[src/rtl/core/pic_pkg.sv]
// Shared types and codes for the priority interrupt controller.
package pic_pkg;

  localparam logic [2:0] CMD_WRITE  = 3'd0;
  localparam logic [2:0] CMD_PERIPH = 3'd1;
  localparam logic [2:0] CMD_CORE   = 3'd2;
  localparam logic [2:0] CMD_ENTRY  = 3'd3;
  localparam logic [2:0] CMD_RETURN = 3'd4;

  localparam int BIT_GIEH = 7;
  localparam int BIT_GIEL = 6;

  localparam logic [1:0] REG_PRIORITY_ENABLE = 2'd0;
  localparam logic [1:0] REG_TIMER_HIGH      = 2'd1;
  localparam logic [1:0] REG_PORT_HIGH       = 2'd2;

  typedef struct packed {
    logic [2:0] cmd;
    logic [7:0] write_value;
    logic       event_high;
    logic [1:0] periph_pending;
  } evt_beat_t;

  typedef struct packed {
    logic [7:0] control_value;
    logic       irq_request;
    logic       vector_low;
  } res_beat_t;

endpackage

[src/rtl/core/pic_evt_if.sv]
// Event channel: valid/ready handshake carrying one event beat.
interface pic_evt_if import pic_pkg::*; ();
  logic      valid;
  logic      ready;
  evt_beat_t payload;

  modport source (output valid, output payload, input ready);
  modport sink (input valid, input payload, output ready);
endinterface

[src/rtl/core/pic_res_if.sv]
// Result channel: valid/ready handshake carrying one result beat.
interface pic_res_if import pic_pkg::*; ();
  logic      valid;
  logic      ready;
  res_beat_t payload;

  modport source (output valid, output payload, input ready);
  modport sink (input valid, input payload, output ready);
endinterface

[src/rtl/core/priority_interrupt_controller.sv]
// The result beat for an accepted event beat is registered and appears in the next cycle.
// Throughput: one event beat per cycle while the result beat is taken; the result register frees when taken.
// The event logic is a few gates between the state registers and the result register.
// Reset (synchronous, rst high): control register 0, high vector, priority mode off,
// timer and port change sources high priority, no result pending.
module priority_interrupt_controller import pic_pkg::*; (
  input  logic        clk,
  input  logic        rst,
  pic_evt_if.sink     evt,
  pic_res_if.source   res,
  input  logic        psel,
  input  logic        penable,
  input  logic        pwrite,
  input  logic [3:0]  paddr,
  input  logic [31:0] pwdata,
  output logic [31:0] prdata,
  output logic        pready
);

  logic       priority_enable;
  logic       timer_high;
  logic       port_high;
  logic [7:0] control_reg;
  logic       vector_sel;
  logic       res_valid;
  res_beat_t  res_beat;

  logic [7:0] control_next;
  logic       vector_next;
  logic       irq_next;
  logic [7:0] reg_mod;
  logic [2:0] armed;
  logic [2:0] hi_mask;
  logic [2:0] lo_mask;
  logic       eval_req;
  logic       eval_vec;
  logic       eval_hold;
  logic       evt_fire;
  logic       cfg_write;

  assign pready    = 1'b1;
  assign cfg_write = psel && penable && pwrite && pready;

  always_comb begin
    case (paddr[3:2])
      REG_PRIORITY_ENABLE: prdata = {31'd0, priority_enable};
      REG_TIMER_HIGH:      prdata = {31'd0, timer_high};
      REG_PORT_HIGH:       prdata = {31'd0, port_high};
      default:             prdata = 32'd0;
    endcase
  end

  always_ff @(posedge clk) begin
    if (rst) begin
      priority_enable <= 1'b0;
      timer_high      <= 1'b1;
      port_high       <= 1'b1;
    end else if (cfg_write) begin
      case (paddr[3:2])
        REG_PRIORITY_ENABLE: priority_enable <= pwdata[0];
        REG_TIMER_HIGH:      timer_high      <= pwdata[0];
        REG_PORT_HIGH:       port_high       <= pwdata[0];
        default: ;
      endcase
    end
  end

  assign evt.ready = !res_valid || res.ready;
  assign evt_fire  = evt.valid && evt.ready;

  always_comb begin
    reg_mod = control_reg;
    case (evt.payload.cmd)
      CMD_WRITE: reg_mod = evt.payload.write_value;
      CMD_ENTRY: begin
        if (!priority_enable || !vector_sel) begin
          reg_mod[BIT_GIEH] = 1'b0;
        end else begin
          reg_mod[BIT_GIEL] = 1'b0;
        end
      end
      CMD_RETURN: begin
        if (priority_enable && control_reg[BIT_GIEH]) begin
          reg_mod[BIT_GIEL] = 1'b1;
        end else begin
          reg_mod[BIT_GIEH] = 1'b1;
        end
      end
      default: ;
    endcase
  end

  always_comb begin
    armed     = reg_mod[5:3] & reg_mod[2:0];
    hi_mask   = {timer_high, 1'b1, port_high};
    lo_mask   = {~timer_high, 1'b0, ~port_high};
    eval_req  = 1'b0;
    eval_vec  = 1'b0;
    eval_hold = 1'b0;
    if (priority_enable) begin
      if (!reg_mod[BIT_GIEH]) begin
        eval_hold = 1'b1;
      end else if ((|(armed & hi_mask)) || evt.payload.periph_pending[1]) begin
        eval_req = 1'b1;
      end else if (((|(armed & lo_mask)) || evt.payload.periph_pending[0])
                   && reg_mod[BIT_GIEL]) begin
        eval_req = 1'b1;
        eval_vec = 1'b1;
      end else begin
        eval_hold = 1'b1;
      end
    end else begin
      eval_req = reg_mod[BIT_GIEH] && ((|armed) ||
                 (reg_mod[BIT_GIEL] && (|evt.payload.periph_pending)));
    end
  end

  always_comb begin
    control_next = control_reg;
    vector_next  = vector_sel;
    irq_next     = 1'b0;
    case (evt.payload.cmd)
      CMD_WRITE, CMD_ENTRY, CMD_RETURN: begin
        control_next = reg_mod;
        irq_next     = eval_req;
        vector_next  = eval_hold ? vector_sel : eval_vec;
      end
      CMD_PERIPH, CMD_CORE: begin
        if (!priority_enable && evt.payload.cmd == CMD_PERIPH) begin
          irq_next = control_reg[BIT_GIEH] && control_reg[BIT_GIEL];
        end else if (evt.payload.event_high || !priority_enable) begin
          if (control_reg[BIT_GIEH]) begin
            irq_next    = 1'b1;
            vector_next = 1'b0;
          end
        end else if (control_reg[BIT_GIEH] && control_reg[BIT_GIEL]) begin
          irq_next    = 1'b1;
          vector_next = 1'b1;
        end
      end
      default: ;
    endcase
  end

  always_ff @(posedge clk) begin
    if (rst) begin
      control_reg <= 8'd0;
      vector_sel  <= 1'b0;
      res_valid   <= 1'b0;
    end else begin
      if (evt_fire) begin
        control_reg <= control_next;
        vector_sel  <= vector_next;
        res_valid   <= 1'b1;
      end else if (res.ready) begin
        res_valid <= 1'b0;
      end
    end
  end

  always_ff @(posedge clk) begin
    if (evt_fire) begin
      res_beat.control_value <= control_next;
      res_beat.irq_request   <= irq_next;
      res_beat.vector_low    <= vector_next;
    end
  end

  assign res.valid   = res_valid;
  assign res.payload = res_beat;

  a_rst_clears: assert property (@(posedge clk) rst |=> !res.valid)
    else $error("result pending after reset");

  a_fire_gives_result: assert property (@(posedge clk) disable iff (rst)
    evt_fire |=> res.valid)
    else $error("accepted beat produced no result");

  a_irq_needs_gieh: assert property (@(posedge clk) disable iff (rst)
    (res.valid && res.payload.irq_request) |-> res.payload.control_value[BIT_GIEH])
    else $error("request raised with global enable clear");

  a_state_matches: assert property (@(posedge clk) disable iff (rst)
    res.valid |-> (res.payload.control_value == control_reg
                   && res.payload.vector_low == vector_sel))
    else $error("result register out of step with state");

endmodule
[src/flat_wrapper.sv]
// flat-port wrapper written by rule: the top's interface ports become plain ports
module priority_interrupt_controller_flat import pic_pkg::*;
  (clk, rst, psel, penable, pwrite, paddr, pwdata, prdata, pready, evt_valid, evt_payload, evt_ready, res_valid, res_payload, res_ready);
  pic_evt_if evt_i ();
  pic_res_if res_i ();
  input  logic clk;
  input  logic rst;
  input  logic psel;
  input  logic penable;
  input  logic pwrite;
  input  logic [3:0] paddr;
  input  logic [31:0] pwdata;
  output logic [31:0] prdata;
  output logic pready;
  input wire logic [$bits(evt_i.valid)-1:0] evt_valid;
  input wire logic [$bits(evt_i.payload)-1:0] evt_payload;
  output wire logic [$bits(evt_i.ready)-1:0] evt_ready;
  output wire logic [$bits(res_i.valid)-1:0] res_valid;
  output wire logic [$bits(res_i.payload)-1:0] res_payload;
  input wire logic [$bits(res_i.ready)-1:0] res_ready;
  assign evt_i.valid = evt_valid;
  assign evt_i.payload = evt_payload;
  assign evt_ready = evt_i.ready;
  assign res_valid = res_i.valid;
  assign res_payload = res_i.payload;
  assign res_i.ready = res_ready;
  priority_interrupt_controller u_core (.clk(clk), .rst(rst), .evt(evt_i), .res(res_i), .psel(psel), .penable(penable), .pwrite(pwrite), .paddr(paddr), .pwdata(pwdata), .prdata(prdata), .pready(pready));
endmodule
[config.mk]
export PLATFORM = sky130hd
export DESIGN_NAME = priority_interrupt_controller_flat
export DESIGN_NICKNAME = d
export VERILOG_FILES = /design/src/rtl/core/pic_pkg.sv /design/src/rtl/core/pic_evt_if.sv /design/src/rtl/core/pic_res_if.sv /design/src/rtl/core/priority_interrupt_controller.sv /design/src/flat_wrapper.sv
export SDC_FILE = /design/constraint.sdc
export NUM_CORES = 1
export LEC_CHECK = 0
export BUFFER_PORTS_ARGS = -buffer_cell sky130_fd_sc_hd__buf_2
export CAP_MARGIN = 0
export CORE_MARGIN = 2
export CORE_UTILIZATION = 29
export DETAILED_ROUTE_END_ITERATION = 10
export PLACE_DENSITY = 0.67
export SLEW_MARGIN = 20
export SYNTH_ARGS = -nofsm -noshare
export SYNTH_HDL_FRONTEND = slang
export SYNTH_SLANG_ARGS = --single-unit
export TNS_END_PERCENT = 10
[constraint.sdc]
create_clock -name clk -period 2.32 [get_ports clk]
set_input_delay 0.696 -clock clk [delete_from_list [all_inputs] [get_ports clk]]
set_output_delay 0.696 -clock clk [all_outputs]
set_load 0.05 [all_outputs]
# Word level (Yosys, flattened, before mapping)
# Index checks and enable logic that the tools add are counted.
[classes]
eq_ne = 6
n_mux = 32
n_bitwise = 5
reduce_logical = 30
[ops]
columns = ["operator", "n"]
rows = [
  ["1-bit two-way mux", 26],
  ["3-bit OR reduction", 4],
  ["3-bit AND", 3],
  ["1-bit logical AND", 9],
  ["8-bit two-way mux", 1],
  ["3-bit by 2-bit equality test with 1-bit output, second input constant", 2],
  ["1-bit logical OR", 6],
  ["6-bit two-way mux", 1],
  ["2-bit case mux with 3 select lines", 1],
  ["2-bit AND reduction", 3],
  ["1-bit case mux with 2 select lines", 2],
  ["2-bit OR reduction", 2],
  ["3-bit by 1-bit equality test with 1-bit output, second input constant", 1],
  ["3-bit equality test, second input constant", 1],
  ["1-bit zero test", 3],
  ["3-bit zero test", 1],
  ["1-bit case mux with 3 select lines", 1],
  ["2-bit by 1-bit equality test with 1-bit output, second input constant", 1],
  ["2-bit equality test, second input constant", 1],
  ["2-bit zero test", 1],
  ["1-bit NOT", 2],
  ["2-bit nonzero test", 1],
]
[totals]
regBits = 23
inputBits = 57
output_inout_bits = 45
wordCells = 82

# Depth between registers and ports, before layout
# Gate-level depths: netlist (run 1).
[depth]
depth_word = 13
ltp_mapped = 7
depth_no_buf = 5

# Worst setup path before layout (run 1)
# OpenSTA, ideal clock, no wires.
[synth_timing]
path_kind = "input -> output"
start = "input port paddr[2]"
end = "output port prdata[0]"
arrival_ns = 1.886
required_time_ns = 1.624
slack_ns = -0.262
stages = 2
n_path_buf = 0
path_cell_list = "mux2i_1 o21ai_0"
[synth_via]
elab_chain_len = 2
word_cells_on_any_way = 4
cone_classes = "eq/ne: 2; mux: 1; reduce/logical: 1"
[synth_lines]
columns = ["element", "line", "source"]
rows = [
  ["from (decl)", "flat_wrapper.sv:11", "input logic [3:0] paddr;"],
  ["2-bit equality test, or another cell as far along", "priority_interrupt_controller.sv:45", "case (paddr[3:2])"],
  ["1-bit case mux with 3 select lines (*)", "priority_interrupt_controller.sv:45", ""],
  ["to (decl)", "flat_wrapper.sv:13", "output logic [31:0] prdata;"],
]
# Mark *: on every way between the ends. The rest lies on a longest branch, timed or not.

# Worst setup path in the final report (run 1)
[layout_timing]
start = "input port evt_payload[11]"
end = "register u_core.res_beat (netlist bit u_core.res.payload[1]), data pin"
[layout_via]
elab_chain_len = 12
word_cells_on_any_way = 28
cone_classes = "eq/ne: 4; mux: 8; bitwise: 3; reduce/logical: 13"
[layout_lines]
columns = ["element", "line", "source"]
rows = [
  ["from (decl)", "flat_wrapper.sv:16", "input wire logic [$bits(evt_i.payload)-1:0] evt_payload;"],
  ["3-bit zero test", "priority_interrupt_controller.sv:73, priority_interrupt_controller.sv:122", ""],
  ["6-bit two-way mux", "priority_interrupt_controller.sv:73", "case (evt.payload.cmd)"],
  ["3-bit AND", "priority_interrupt_controller.sv:94", "armed = reg_mod[5:3] & reg_mod[2:0];"],
  ["3-bit AND", "priority_interrupt_controller.sv:105", "end else if (((|(armed & lo_mask)) || evt.payload.periph_pending[0])"],
  ["3-bit OR reduction", "priority_interrupt_controller.sv:105", ""],
  ["1-bit logical OR", "priority_interrupt_controller.sv:105", ""],
  ["1-bit logical AND", "priority_interrupt_controller.sv:106", "&& reg_mod[BIT_GIEL]) begin"],
  ["1-bit two-way mux", "priority_interrupt_controller.sv:105", ""],
  ["1-bit two-way mux", "priority_interrupt_controller.sv:103", "end else if ((|(armed & hi_mask)) || evt.payload.periph_pending[1]) begin"],
  ["1-bit two-way mux", "priority_interrupt_controller.sv:101", "if (!reg_mod[BIT_GIEH]) begin"],
  ["1-bit two-way mux", "priority_interrupt_controller.sv:100", "if (priority_enable) begin"],
  ["1-bit case mux with 2 select lines (*)", "priority_interrupt_controller.sv:122", "case (evt.payload.cmd)"],
  ["net u_core.irq_next", "priority_interrupt_controller.sv:30", "logic irq_next;"],
  ["to (decl)", "priority_interrupt_controller.sv:26", "res_beat_t res_beat;"],
]
# The timed path passes the listed nets; every way through them passes the cells marked *.
# A chain may end at the register's enable or synchronous reset.

==> results.ini, run 1 <==
[detailed_routing]
firstDrtPassIters=4
drtAntennaViolNets=0
vias_per_cell=4.46
vias=1230
drc_errors=0
wl_mm=3.12
drtIter0Drc=113
wl_per_cell_um=11.3

[clock_network]
cts_tree=yes
root_buffer=clkbuf_8
htree_levels=1
clk_latency_ns=0.26
clock-sinks=23
cts_made_buffers=3
clk_path_buf_depth=2
post_cts_buffers=0
path_clk_slew_ns=0.08
holdBufCountCts=0
cts-resized-gates=0

[grt]
grt_pass1_vias=1077
grt_pass1_wl_mm=5.00
antenna_found_initial=0
grt_usage_pct=10.5
grt-ovfl-total=0
grt_max_degree=20

[placement]
io_buffers=36
globalplace.congestion=0.861
place_area_sq_um=1660
dp_hpwl_mm=2.38

[floorplan]
start_util_pct=30.0
dieArea_sq_um=5880
die_h_um=76.7
rows=26
die_w_um=76.7
ios=102
core_sq_um=5110

[critical_path]
start_kind=input port
crit_family=compound AO/OA/AOI/OAI gates
critPathBufInv=1
cp_slowest_cell=mux2_2
slowest_delay_ns=0.39
cp.arrival_ns=2.19
reg2reg_from=u_core.priority_enable
crit_chain=buf_2, nor3_2, mux2_2, o221ai_1, a32oi_1, o2111ai_1
cp-startpoint=evt_payload[11]
setup.worst_path.end_class=flip-flop
cp_data_required_time_ns=2.42
critPathMaxFanout=4
path_class=in2reg

[job]
maxCapViolations=0

[timing]
finalCriticalPeriod_ns=2.09
rsz0062_at_grt=no
slew_viol_final=0
setup_viol=0
period_share_pct=90.0
max_freq_mhz=479
finClkSkew_ns=0.00408
tns_ns=0
hold_viol_final=0

[finish]
final_area_sq_um=1710
synthToLayoutAreaGrowth_pct=11.5
drive_above_1_share_pct=26.7
fin_nets=264
seqCellArea_sq_um=561
fill_cells=555
multi_input_area_sq_um=792
diodes=0
largest_register_ff_count=10

[pwr]
power_frac_comb_pct=29.4
p_int_mw=0.616
clockPowerShare_pct=25.0
p_leak_nw=0.701
switching_share_pct=37.3
seq_power_share_pct=45.7
p_sw_mw=0.367
power.density_nw_per_um2=575
vdd_drop_max_mv=0.235

[synth]
synth_flop_cell=dfxtp_1
synth_edf_count=10
avgSynthCellArea_sq_um=9.01
syn_area_sq_um=1530
syn_inst=170
async_reset_ff_share_pct=0
synth.distinct_cells=49
ys_seq_area_share_pct=36.6
ys_warn_count=0
ys_ff_latch=23

[hold_path]
min_from=u_core.control_reg[3]
hold_path.class=reg2reg

[status]
status=finished, final reports clean

-- Yosys cell counts (2+ instances only) --
cell type | count | area, sq um
a21oi_1 | 11 | 55.1
a31oi_1 | 3 | 18.8
buf_2 | 2 | 10.0
buf_4 | 32 | 240
buf_6 | 2 | 22.5
clkbuf_1 | 2 | 7.51
conb_1 | 2 | 7.51
dfxtp_1 | 13 | 260
edfxtp_1 | 10 | 300
inv_1 | 2 | 7.51
mux2_1 | 6 | 67.6
mux2_2 | 2 | 22.5
mux2i_1 | 3 | 30.0
nand2_1 | 27 | 101
nand2b_1 | 3 | 18.8
nand3_1 | 4 | 20.0
nand4b_1 | 2 | 17.5
nor2_1 | 6 | 22.5
nor2b_1 | 2 | 12.5
nor3_1 | 3 | 15.0
nor3_2 | 2 | 20.0
o211ai_1 | 2 | 15.0
o21ai_0 | 2 | 10.0
o22a_1 | 2 | 17.5
-- path summary, 6_finish.rpt --
path                                end  slack [ns]  cells after the start
setup / recovery  u_core.res.payload[1]        0.23                      6
setup reg to reg  u_core.res.payload[1]        0.62                      5
hold / removal    u_core.control_reg[3]        0.48                      2
hold reg to reg   u_core.control_reg[3]        0.48                      2
-- layout make-up --
type | count | share of cell area, %
Inverter | 3 | 0.659
Tap cell | 70 | 5.13
Multi-Input combinational cell | 136 | 46.4
Clock inverter | 1 | 0.293
Clock buffer | 3 | 2.42
Sequential cell | 23 | 32.8
Timing Repair Buffer | 40 | 12.3
-- per-layer routing --
| metal | GRT usage, % | routed length [um] |
|---|---|---|
| met5 | 0 | 0 |
| met4 | 3.27 | 34 |
| met3 | 2.47 | 206 |
| met2 | 18.6 | 1520 |
| met1 | 12.4 | 1360 |
-- power by group through the flow --
stage          logic (mW)  clock network, mW  registers, mW
2_1_floorplan       0.231                  0          0.500
3_3_place_gp        0.285                  0          0.458
3_5_place_dp        0.287                  0          0.458
4_1_cts             0.288              0.258          0.449
5_1_grt             0.304              0.268          0.451
6_report            0.288              0.245          0.449
-- stage by stage --
step	power (mW)	worst slack (ns)	util [%]	hold slack [ns]	instances
3_5_place_dp	0.745	0.000827	32.5	0.478	272
6_report	0.982	0.231	33.4	0.483	276
3_3_place_gp	0.743	0.000194	32.5	0.470	272
5_1_grt	1.02	0.152	33.4	0.520	276
2_1_floorplan	0.731	0.115	-	0.458	200
4_1_cts	0.995	0.268	33.4	0.490	276
-- cells by family (layout without fill, tap and decap cells) --
family	count (synthesis)	count (layout)	share of synthesized area (%)
AND/OR/NAND/NOR	61	61	21.5
multiplexers	11	11	7.84
AO/OA/AOI/OAI	31	31	14.0
flip-flops	23	23	36.6
buffers and inverters	41	47	19.0
other	2	32	0.490
XOR/XNOR	1	1	0.572
-- cells in the final DEF (no fill, tap or decap), drive strengths merged, types with 4 or more instances in the layout --
| cell type | n |
|---|---|
| a21oi | 11 |
| buf | 40 |
| conb | 32 |
| dfxtp | 13 |
| edfxtp | 10 |
| mux2 | 8 |
| nand2 | 27 |
| nand3 | 4 |
| nor2 | 6 |
| nor3 | 5 |
| o21ai | 4 |
-- worst reg2reg max path, stage by stage, from the launching register on --
cell,delay (ns)
dfxtp_1,0.53
nand2_1,0.12
o22a_1,0.17
o22a_1,0.27
a32oi_1,0.23
o2111ai_1,0.12
Note: power is estimated with default switching activity, not from simulation.
==> run 2, diff against run 1 <==
Settings changed: CORE_UTILIZATION 29 to 42, PLACE_DENSITY 0.67 to 0.88, SKIP_LAST_GASP set to 1.
==> results.ini, run 2 (same netlist as run 1, synthesis figures left out) <==
[status]
status=finished, final reports clean

[grt]
grt-busiest-layer=met2
grt_max_degree=20  ; unchanged
grt_usage_pct=14.0  ; +3.5 points
grt_pass1_wl_mm=4.59  ; -8.1%
use_met1_pct=18.2  ; +5.8 points
grt_pass1_vias=1042  ; -3.2%
met2_usage_pct=22.9  ; +4.3 points
grt-ovfl-total=0  ; unchanged
gr-usage-met3_pct=1.41  ; -1.1 points
antenna_found_initial=0  ; unchanged

[detailed_routing]
drtAntennaViolNets=0  ; unchanged
wl_per_cell_um=11.6  ; +3.1%
firstDrtPassIters=4  ; unchanged
vias=1277  ; +3.8%
wl_mm=2.96  ; -5.1%
drtIter0Drc=64  ; -43%
drc_errors=0  ; unchanged
vias_per_cell=5.03  ; +13%

[clock_network]
cts_made_buffers=3  ; unchanged
clk_latency_ns=0.31  ; +0.05 ns
clock-sinks=23  ; unchanged
path_clk_slew_ns=0.12  ; +0.04 ns
htree_levels=1  ; unchanged
clk_path_buf_depth=2  ; unchanged
post_cts_buffers=0  ; unchanged
cts_tree=yes
holdBufCountCts=0  ; unchanged
cts-resized-gates=0  ; unchanged
root_buffer=clkbuf_4

[finish]
final_common_cell=buf_2
final_area_sq_um=1670  ; -2.1%
synthToLayoutAreaGrowth_pct=9.23
diodes=0  ; unchanged
final_core_util_pct=49.0  ; +16 points
largest_register_ff_count=10  ; unchanged
drive_above_1_share_pct=26.9  ; +0.22 points
layout_common_cells=buf_2, conb_1, nand2_1
finalNonFillerCells=254  ; -8.0%
fin_nets=266  ; +0.76%

[critical_path]
cp_slowest_cell=nor3_2
crit_chain=buf_2, nor3_2, mux2_2, o221ai_1, a32oi_1, o2111ai_1
crit_family=compound AO/OA/AOI/OAI gates
path_depth=6  ; unchanged
cp.arrival_ns=2.24  ; +0.05 ns
path_class=in2reg
cp_data_required_time_ns=2.47  ; +0.05 ns
slowest_delay_ns=0.39  ; about the same
r2r_cells=5  ; unchanged
critPathMaxFanout=5  ; +1
start_kind=input port
setup.worst_path.end_class=flip-flop
critPathBufInv=1  ; unchanged

[floorplan]
die_h_um=64.4  ; -16%
dieArea_sq_um=4150  ; -29%
core_sq_um=3420  ; -33%
die_w_um=64.4  ; -16%
rows=21  ; -19%
ios=102  ; unchanged
start_util_pct=44.8  ; +15 points

[timing]
finClkSkew_ns=0.00339  ; -0.000684 ns
slew_viol_final=0  ; unchanged
period_share_pct=90.1  ; +0.098 points
max_freq_mhz=478  ; -0.11%
fin_hold_ws_ns=0.493  ; +0.0102 ns
fin_ws_ns=0.229  ; -0.00227 ns
tns_ns=0  ; unchanged
rsz0062_at_grt=no
hold_viol_final=0  ; unchanged
setup_viol=0  ; unchanged
finalCriticalPeriod_ns=2.09  ; +0.00226 ns

[pwr]
power_frac_comb_pct=31.4  ; +2.0 points
p_int_mw=0.566  ; -8.1%
clockPowerShare_pct=20.1  ; -4.9 points
vdd_drop_max_mv=0.222  ; -5.3%
seq_power_share_pct=48.5  ; +2.8 points
p_sw_mw=0.360  ; -1.8%
p_leak_nw=0.701  ; about the same
power.density_nw_per_um2=553  ; -3.8%
switching_share_pct=38.9  ; +1.6 points
power.total_mw=0.926  ; -5.7%

[placement]
place_area_sq_um=1650  ; -0.90%
globalplace.congestion=0.928  ; +7.8%
post-place-ws_ns=-0.0724  ; -0.0732 ns
dp_hpwl_mm=2.28  ; -4.0%
dp_cells=250  ; -8.1%
io_buffers=36  ; unchanged

[job]
maxCapViolations=0  ; unchanged

[hold_path]
holdPathStages=2  ; unchanged
hold_path.class=reg2reg

-- run 2: cell types whose count changed in the layout (fill, tap and decap cells not counted) --
cell and change:
clkinv_2 -1, clkbuf_4 +3, clkbuf_8 -3, clkbuf_1 +1, buf_4 +2
-- run 2: power by group through the flow --
stage	combinational [mW]	clock (mW)	sequential, mW
floorplan	0.231	0	0.500
global placement	0.286	0	0.458
detailed placement	0.288	0	0.458
CTS	0.289	0.186	0.449
global route	0.306	0.203	0.451
finish	0.290	0.186	0.449
-- run 2: final timing paths --
check	from	end	slack (ns)
worst min-delay path	u_core.control_reg[5]	u_core.control_reg[5]	0.49
worst max register to register	u_core.priority_enable	u_core.res.payload[1]	0.64
worst max-delay path	evt_payload[11]	u_core.res.payload[1]	0.23
worst min register to register	u_core.control_reg[5]	u_core.control_reg[5]	0.49
-- run 2: cell type report --
class,count,area [sq um]
Sequential cell,23,561
Fill cell,342,1740
Inverter,3,11.3
Multi-Input combinational cell,136,792
Clock buffer,4,26.3
Tap cell,46,57.6
Timing Repair Buffer,42,225
-- run 2: routing by layer --
metal	up-vias	part of all wire (%)
met5	-	0
met3	7	7.5
li1	616	-
met4	0	2.5
met1	590	42
met2	64	48
-- run 2: worst reg2reg max path, stage by stage (launching register included) --
cell       delay (ns)
dfxtp_1          0.52
nand2_1          0.11
o22a_1           0.17
o22a_1           0.28
a32oi_1          0.22
o2111ai_1        0.13
